$ cat src/first_fit_coalescing_allocator_unit_defines.svh
// assertion macros for the allocator rtl
// expects signals named clock and reset in the module that uses them
`ifndef FIRST_FIT_COALESCING_ALLOCATOR_UNIT_DEFINES_SVH
`define FIRST_FIT_COALESCING_ALLOCATOR_UNIT_DEFINES_SVH

// same-cycle implication, disabled while reset is high
`define FFCA_ASSERT_NOW(label, ante, cons, msg) \
   label: assert property (@(posedge clock) disable iff (reset) (ante) |-> (cons)) \
      else $error(msg);

// next-cycle implication, disabled while reset is high
`define FFCA_ASSERT_NEXT(label, ante, cons, msg) \
   label: assert property (@(posedge clock) disable iff (reset) (ante) |=> (cons)) \
      else $error(msg);

`endif

$ cat src/ffca_pkg.sv
// shared types and codes for the first-fit coalescing allocator
// used by ffca_cell and first_fit_coalescing_allocator_unit, no dependencies
`timescale 1ns / 1ps

package ffca_pkg;

   // width of the size and address fields of an item
   localparam int REQ_W = 10;

   // request kinds
   localparam logic KIND_ALLOC = 1'b0;
   localparam logic KIND_FREE  = 1'b1;

   // result status codes
   localparam logic [1:0] ST_OK         = 2'd0;
   localparam logic [1:0] ST_ALLOC_FAIL = 2'd1;
   localparam logic [1:0] ST_BAD_FREE   = 2'd2;

   // operation broadcast to every cell of the chain
   typedef enum logic [2:0] {
      OP_NONE        = 3'd0,
      OP_MATCH_ALLOC = 3'd1,
      OP_MATCH_FREE  = 3'd2,
      OP_ALLOC       = 3'd3,
      OP_FREE_MARK   = 3'd4,
      OP_MERGE_PREV  = 3'd5
   } cell_op_type;

   // command group driven by the sequencer to all cells
   typedef struct packed {
      cell_op_type      op;
      logic [REQ_W-1:0] want;
      logic [REQ_W-1:0] addr;
      logic             split;
      logic             merge_next;
   } cell_cmd_type;

endpackage

$ cat src/ffca_cell.sv
// one block-table cell of the allocator chain: start, size, free and valid flags
// depends on ffca_pkg for the command struct and operation codes
`timescale 1ns / 1ps

module ffca_cell #(
   parameter int SIZE_W       = 11,
   parameter int ARENA_BYTES  = 1024,
   parameter int HEADER_BYTES = 32,
   parameter bit HEAD_CELL    = 1'b0
) (
   input  logic                  clock,
   input  logic                  reset,
   input  ffca_pkg::cell_cmd_type cmd,
   input  logic                  sel,
   input  logic                  prev_sel,
   input  logic                  next_sel,
   input  logic                  above,
   input  logic                  prev_valid,
   input  logic                  prev_free,
   input  logic [SIZE_W-1:0]     prev_start,
   input  logic [SIZE_W-1:0]     prev_size,
   input  logic                  next_valid,
   input  logic                  next_free,
   input  logic [SIZE_W-1:0]     next_start,
   input  logic [SIZE_W-1:0]     next_size,
   output logic                  valid,
   output logic                  free,
   output logic [SIZE_W-1:0]     start,
   output logic [SIZE_W-1:0]     size,
   output logic                  hit
);

   localparam logic [SIZE_W-1:0] HDR      = SIZE_W'(HEADER_BYTES);
   localparam logic [SIZE_W-1:0] INIT_SZ  = SIZE_W'(ARENA_BYTES - HEADER_BYTES);

   logic              valid_ff, valid_in;
   logic              free_ff, free_in;
   logic [SIZE_W-1:0] start_ff, start_in;
   logic [SIZE_W-1:0] size_ff, size_in;
   logic              hit_ff, hit_in;
   logic [SIZE_W-1:0] want_ext;
   logic [SIZE_W-1:0] addr_ext;
   logic              strictly_above;

   assign want_ext       = SIZE_W'(cmd.want);
   assign addr_ext       = SIZE_W'(cmd.addr);
   assign strictly_above = above & ~sel;

   // next state of the cell for the broadcast operation
   always_comb begin
      valid_in = valid_ff;
      free_in  = free_ff;
      start_in = start_ff;
      size_in  = size_ff;
      hit_in   = hit_ff;
      case (cmd.op)
         ffca_pkg::OP_MATCH_ALLOC: begin
            hit_in = valid_ff & free_ff & (size_ff >= want_ext);
         end
         ffca_pkg::OP_MATCH_FREE: begin
            hit_in = valid_ff & ~free_ff & ((start_ff + HDR) == addr_ext);
         end
         ffca_pkg::OP_ALLOC: begin
            if (sel) begin
               free_in = 1'b0;
               if (cmd.split) begin
                  size_in = want_ext;
               end
            end else if (cmd.split && strictly_above) begin
               if (prev_sel) begin
                  // remainder of the split block
                  valid_in = 1'b1;
                  free_in  = 1'b1;
                  start_in = prev_start + HDR + want_ext;
                  size_in  = prev_size - want_ext - HDR;
               end else begin
                  // open a slot: shift up by one
                  valid_in = prev_valid;
                  free_in  = prev_free;
                  start_in = prev_start;
                  size_in  = prev_size;
               end
            end
         end
         ffca_pkg::OP_FREE_MARK: begin
            if (sel) begin
               free_in = 1'b1;
               if (cmd.merge_next) begin
                  size_in = size_ff + HDR + next_size;
               end
            end else if (cmd.merge_next && strictly_above) begin
               // close the slot of the absorbed next block
               valid_in = next_valid;
               free_in  = next_free;
               start_in = next_start;
               size_in  = next_size;
            end
         end
         ffca_pkg::OP_MERGE_PREV: begin
            if (next_sel) begin
               size_in = size_ff + HDR + next_size;
            end else if (above) begin
               valid_in = next_valid;
               free_in  = next_free;
               start_in = next_start;
               size_in  = next_size;
            end
         end
         default: begin
            hit_in = hit_ff;
         end
      endcase
   end

   // cell registers
   always_ff @(posedge clock) begin
      if (reset) begin
         valid_ff <= HEAD_CELL;
         free_ff  <= HEAD_CELL;
         start_ff <= '0;
         size_ff  <= HEAD_CELL ? INIT_SZ : '0;
         hit_ff   <= 1'b0;
      end else begin
         valid_ff <= valid_in;
         free_ff  <= free_in;
         start_ff <= start_in;
         size_ff  <= size_in;
         hit_ff   <= hit_in;
      end
   end

   assign valid = valid_ff;
   assign free  = free_ff;
   assign start = start_ff;
   assign size  = size_ff;
   assign hit   = hit_ff;

endmodule

$ cat config.mk
export PLATFORM = sky130hd
export DESIGN_NAME = ffca_cell
export DESIGN_NICKNAME = d
export VERILOG_FILES = /design/src/first_fit_coalescing_allocator_unit_defines.svh /design/src/ffca_pkg.sv /design/src/ffca_cell.sv
export SDC_FILE = /design/constraint.sdc
export NUM_CORES = 1
export LEC_CHECK = 0
export ABC_AREA = 0
export ABC_CLOCK_PERIOD_IN_PS = 5100
export BUFFER_PORTS_ARGS = -buffer_cell sky130_fd_sc_hd__buf_2
export CORE_ASPECT_RATIO = 1.4
export CORE_MARGIN = 3
export CORE_UTILIZATION = 45
export CTS_BUF_LIST = sky130_fd_sc_hd__clkbuf_16
export CTS_CLUSTER_DIAMETER = 150
export DETAILED_ROUTE_END_ITERATION = 10
export PLACE_DENSITY_LB_ADDON = 0.05
export SYNTH_ARGS = -nofsm -noshare
export SYNTH_HDL_FRONTEND = slang
export SYNTH_SLANG_ARGS = --single-unit
$ cat constraint.sdc
create_clock -name clock -period 5.1 [get_ports clock]
set_clock_uncertainty 0.15 [all_clocks]
set_input_delay 0 -clock clock [delete_from_list [all_inputs] [get_ports clock]]
set_output_delay 0 -clock clock [all_outputs]
set_load 0.01 [all_outputs]
# After elaboration in Yosys (flattened, before gate mapping)
# Cells that the tools add are included.
# totals
reg_bits,25
inputBits,79
out_inout_bits,25
word_cells,79
# classes
add_sub_neg,7
magnitude_cmp,1
n_eq_ne,17
mux,35
bitwise_logic,7
reduce_logical,7
# op_table
operator,count
11-bit two-way mux,16
11-bit one-hot mux with 3 select lines,2
"11-bit by 6-bit adder with 11-bit output, second input constant",3
"3-bit inequality test, second input constant",5
1-bit two-way mux,14
"2-bit inequality test, second input constant",6
11-bit by 10-bit adder with 11-bit output,1
11-bit adder,1
11-bit by 10-bit == test with 1-bit output,1
11-bit by 10-bit greater-or-equal comparator with 1-bit output,1
11-bit by 10-bit subtractor with 11-bit output,1
"11-bit by 6-bit subtractor with 11-bit output, second input constant",1
7-bit AND reduction,1
"3-bit by 2-bit == test with 1-bit output, second input constant",2
"3-bit == test, second input constant",2
1-bit one-hot mux with 3 select lines,2
6-bit AND reduction,1
1-bit bitwise AND,5
5-bit AND reduction,1
"3-bit by 1-bit == test with 1-bit output, second input constant",1
3-bit nonzero test,1
1-bit logical AND,2
1-bit NOT,2
1-bit one-hot mux with 2 select lines,1
2-bit nonzero test,1

# Logic depth before layout (Yosys ltp)
# depth
word_depth,6
depth_mapped,12
ltp_nobuf,12

# Worst setup path after synthesis
# OpenSTA, ideal clock, no wires.
# synth_timing
kind,reg2reg
start,"register size_ff[5], in the netlist size[5]"
end,"register size_ff[8], in the netlist size[8]"
setup_ns,0.092
arrival_ns,2.296
required_ns,4.858
path_slack_ns,2.562
path_stages_with_launch,12
path_buffers,0
synth_period_minus_slack_ns,2.538
cell_sequence,dfxtp_1 -> inv_1 -> ha_1 -> inv_1 -> ha_1 -> and3_1 -> a221oi_1 -> a21oi_1 -> xnor2_1 -> a21oi_1 -> nor3_1 -> nor4_1
# synth_between
elab_chain_len,5
word_cells_on_any_way,6
cone_classes,2 x add/sub; 4 x mux
# synth_lines
element,line,source
"start, declared",ffca_cell.sv:39,"logic [SIZE_W-1:0] size_ff, size_in;"
"start signal, assigned",ffca_cell.sv:121,size_ff <= HEAD_CELL ? INIT_SZ : '0;
"start signal, assigned",ffca_cell.sv:127,size_ff <= size_in;
11-bit by 6-bit adder with 11-bit output *,"ffca_cell.sv:89, ffca_cell.sv:101",
11-bit adder *,"ffca_cell.sv:89, ffca_cell.sv:101",
11-bit two-way mux,ffca_cell.sv:88,if (cmd.merge_next) begin
11-bit two-way mux,ffca_cell.sv:86,if (sel) begin
11-bit one-hot mux with 3 select lines *,ffca_cell.sv:56,case (cmd.op)
# Mark *: on every way between the ends. The rest lies on a longest branch, timed or not. The select of a mux whose other input is x is not followed.
# A chain may end at the register's enable or synchronous reset.

# Worst setup path in the final report
# Same ends and word-level chain as after synthesis.

==> out/summary.txt <==
Synth Register Bits: 25
YS warnings: 0
Hpwl dp: 8400 um
Final non-filler cell total: 712
Crit path DAT: 2.73 ns
CP peak stage delay: 0.41 ns
Slew headroom: 0.278
Ys async rst share: 0
Design area: 4560 um2
Starting Density: 0.470
Die Height: 116 um
Crit path cell chain: inv_1, ha_1, inv_1, ha_1, and3_1, a221oi_1, a21oi_1, xnor2_1, a21oi_1, nor3_1, nor4_1
Reg area: 500 um2
Worst path bufs/invs: 2
Final Max Slew Viols: 0
First-pass GRT wire length: 17100 um
Total track usage: 0.210
Worst-Skew Late Latency: 0.27 ns
Vias in the first global route: 3772
Final Worst Setup Slack: 2.40 ns
Largest net degree at the start of global routing: 44
CTS tree: built
Cell area after synthesis: 3900 um2
Distinct cells, synth: 61
Post-Synth Simple-Gate Area: 0.197
Antenna violations before repair: 0
Nets: 761
Startpoint types: flop
Setup Crit Path Kind: reg -> reg
Class of the worst hold path: in -> reg
Root Driver: clkbuf_16
Crit end category: flop
Drt drc: 0
Clock power frac: 0.214
Synth Area in Adders: 0.234
Setup Fix Bufs, Post-CTS: 0
Sw Share: 0.393
Drt first pass iters: 4
Peak VDD IR: 0.000123 V
Pwr dens: 185 nW/um2
Share of post-route cells with drive strength above 1: 0.192
CTS Buf Count: 3
Status: finished, final reports clean
Clock-pin slew on the worst setup and hold paths: 0.07 ns
Placed cell areas: 4430 um2
RSZ-0062 raised after global routing: no
Mux cell area share after synthesis: 0.0572
Seq/Total Area, Yosys: 0.128
Worst Path Max Fanout: 5
Worst slew pin tran: 1.08 ns
Max Clk Rate: 370 MHz
Tmin final: 2.70 ns
Largest family of logic cells by synthesized area: compound AO/OA/AOI/OAI gates
Setup TNS: 0 ns
Initial DRC Count: 157
Detailed-route via count: 4053
Core area: 8300 um2
Critical Path RT: 5.13 ns
CTS max path bufs: 2
Routed length per instance: 14.9 um
IO Pins: 104
GPL Wtd Cong: 0.906
Pint: 513 uW
Final WL: 10600 um
Dpl cells: 703
Vias per inst: 5.69
Area delta synth->final: 17.0%
Cell count after synthesis: 522
Area of the multi-input gates: 3110 um2
Final setup viols: 0
Gate power share: 0.514
Placement Setup Slack: 2.29 ns
Post-synthesis xor/xnor area fraction: 0.0517
Clock Sink Count: 25
CP max-delay cell: a221oi_1
ANT nets after route: 0
Final hold vios: 0
EDFF count, synth: 0
Sequential power share: 0.272
Htree depth: 1
Ys flop type: dfxtp_1
Fin crit share: 0.530
Gr ovfl total: 0
Rows: 39
Leak Pwr: 0.00230 uW
DIE AREA: 9830 um2
Maxcap violations: 0
Fin Hold WS: 0.0145 ns
Syn Nets: 672
N_diodes: 0
Die width: 84.6 um
Crit-path leading delay family: compound AO/OA/AOI/OAI gates
Fill count: 862
PortBufs: 103
Post-synthesis compound-gate area fraction: 0.259
P_sw: 333 uW
Syn Area/Cell: 7.46 um2
[sequential cells by signal, indices dropped and copies added (netlist names)]
signal,count
start,11
valid,1
free,1
size,11
hit,1
[layout make-up]
class	count	area share
tap	102	0.0280
clock inverter	1	0.000823
clock buffer	3	0.0165
multi-input combinational	427	0.683
timing repair buffer	108	0.124
inverter	46	0.0379
sequential	25	0.110
[power by group through the flow]
stage	clock, uW	combinational, uW	sequential [uW]
finish	181	435	230
global route	192	494	232
CTS	185	437	230
detailed placement	0	431	235
global placement	0	422	234
floorplan	0	309	237
[layout by cell type, fill, tap and decap left out, types with 4 or more instances in the layout]
master / n
a211oi_1: 22
a21o_1: 12
a21oi_1: 45
a31oi_1: 4
and3_1: 5
buf_2: 103
dfxtp_1: 25
dlygate4sd3_1: 5
ha_1: 68
inv_1: 47
mux2i_1: 20
nand2_1: 25
nand2b_1: 9
nand3_1: 8
nand4b_1: 4
nor2_1: 65
nor2b_1: 4
nor3_1: 13
o211ai_1: 5
o21ai_0: 35
xnor2_1: 17
xor2_1: 6
[Yosys cell counts (2+ instances only)]
cell type | instances | area share
a41oi_1 | 2 | 0.0045
a21o_1 | 12 | 0.023
xnor2_1 | 17 | 0.038
clkbuf_1 | 10 | 0.0096
nand4_1 | 2 | 0.0032
nand2_1 | 25 | 0.024
o21bai_1 | 2 | 0.0039
a211o_1 | 3 | 0.0067
xor2_1 | 6 | 0.013
dfxtp_1 | 25 | 0.13
inv_1 | 46 | 0.044
buf_4 | 2 | 0.0039
nand2b_1 | 9 | 0.014
a21oi_1 | 45 | 0.058
a31oi_1 | 4 | 0.0064
o22ai_1 | 3 | 0.0048
a311oi_1 | 3 | 0.0067
o211ai_1 | 5 | 0.0096
nor4_1 | 3 | 0.0048
o21a_1 | 3 | 0.0058
o2111ai_1 | 2 | 0.0045
buf_1 | 3 | 0.0029
buf_2 | 9 | 0.012
and3_1 | 5 | 0.0080
or2_2 | 2 | 0.0032
nor2_1 | 65 | 0.063
mux2_2 | 2 | 0.0058
nand4b_1 | 4 | 0.0090
nand3b_1 | 3 | 0.0058
o31ai_1 | 2 | 0.0039
nand3_1 | 8 | 0.010
nor3_1 | 13 | 0.017
nor2b_1 | 4 | 0.0064
ha_1 | 68 | 0.22
mux2i_1 | 20 | 0.051
o21ai_0 | 35 | 0.045
and3b_1 | 2 | 0.0045
a32oi_1 | 2 | 0.0045
fa_1 | 3 | 0.015
a211oi_1 | 22 | 0.042
[cell families (layout without fill, tap and decap cells)]
family,Yosys count,count (layout)
compound gates,155,155
flops,25,25
simple gates,156,156
xor+xnor,23,23
buf+inv,70,158
mux,22,22
fa+ha+maj,71,71
[path summary, 6_finish.rpt]
path | start | to | slack (ns) | cells past startpoint
worst min-delay path | prev_free | free$_SDFFE_PP0P_ | 0.01 | 5
worst min register to register | size[5]$_SDFFE_PP0P_ | size[5]$_SDFFE_PP0P_ | 0.36 | 2
worst max-delay path | size[5]$_SDFFE_PP0P_ | size[8]$_SDFFE_PP0P_ | 2.40 | 11
worst max register to register | size[5]$_SDFFE_PP0P_ | size[8]$_SDFFE_PP0P_ | 2.40 | 11
[what timing repair did]
action | 4_1_cts | 5_1_grt
resized for setup | 0 | 0
endpoints found under the hold margin | 5 | 0
hold buffers | 5 | 0
[routing by layer]
layer / routed length (um) / share of wire / vias to the layer above / track usage
li1: - / - / 2072 / -
met1: 4650 / 0.44 / 1878 / 0.262
met2: 5320 / 0.50 / 87 / 0.379
met3: 406 / 0.038 / 16 / 0.0240
met4: 200 / 0.019 / 0 / 0.0602
met5: 0 / 0 / - / 0
[stage by stage]
stage | total power (uW) | util
2_1_floorplan | 545 | -
3_3_place_gp | 656 | 0.534
3_5_place_dp | 666 | 0.534
4_1_cts | 852 | 0.550
5_1_grt | 919 | 0.550
6_report | 845 | 0.550
[worst min-delay path, delay by kind of cell]
kind / cells / cell delay (ns)
AND/OR/NAND/NOR: 2 / 0.17
AO/OA/AOI/OAI: 2 / 0.13
buffers and inverters: 1 / 0.08
No activity file was read; power rests on OpenSTA's default activity.
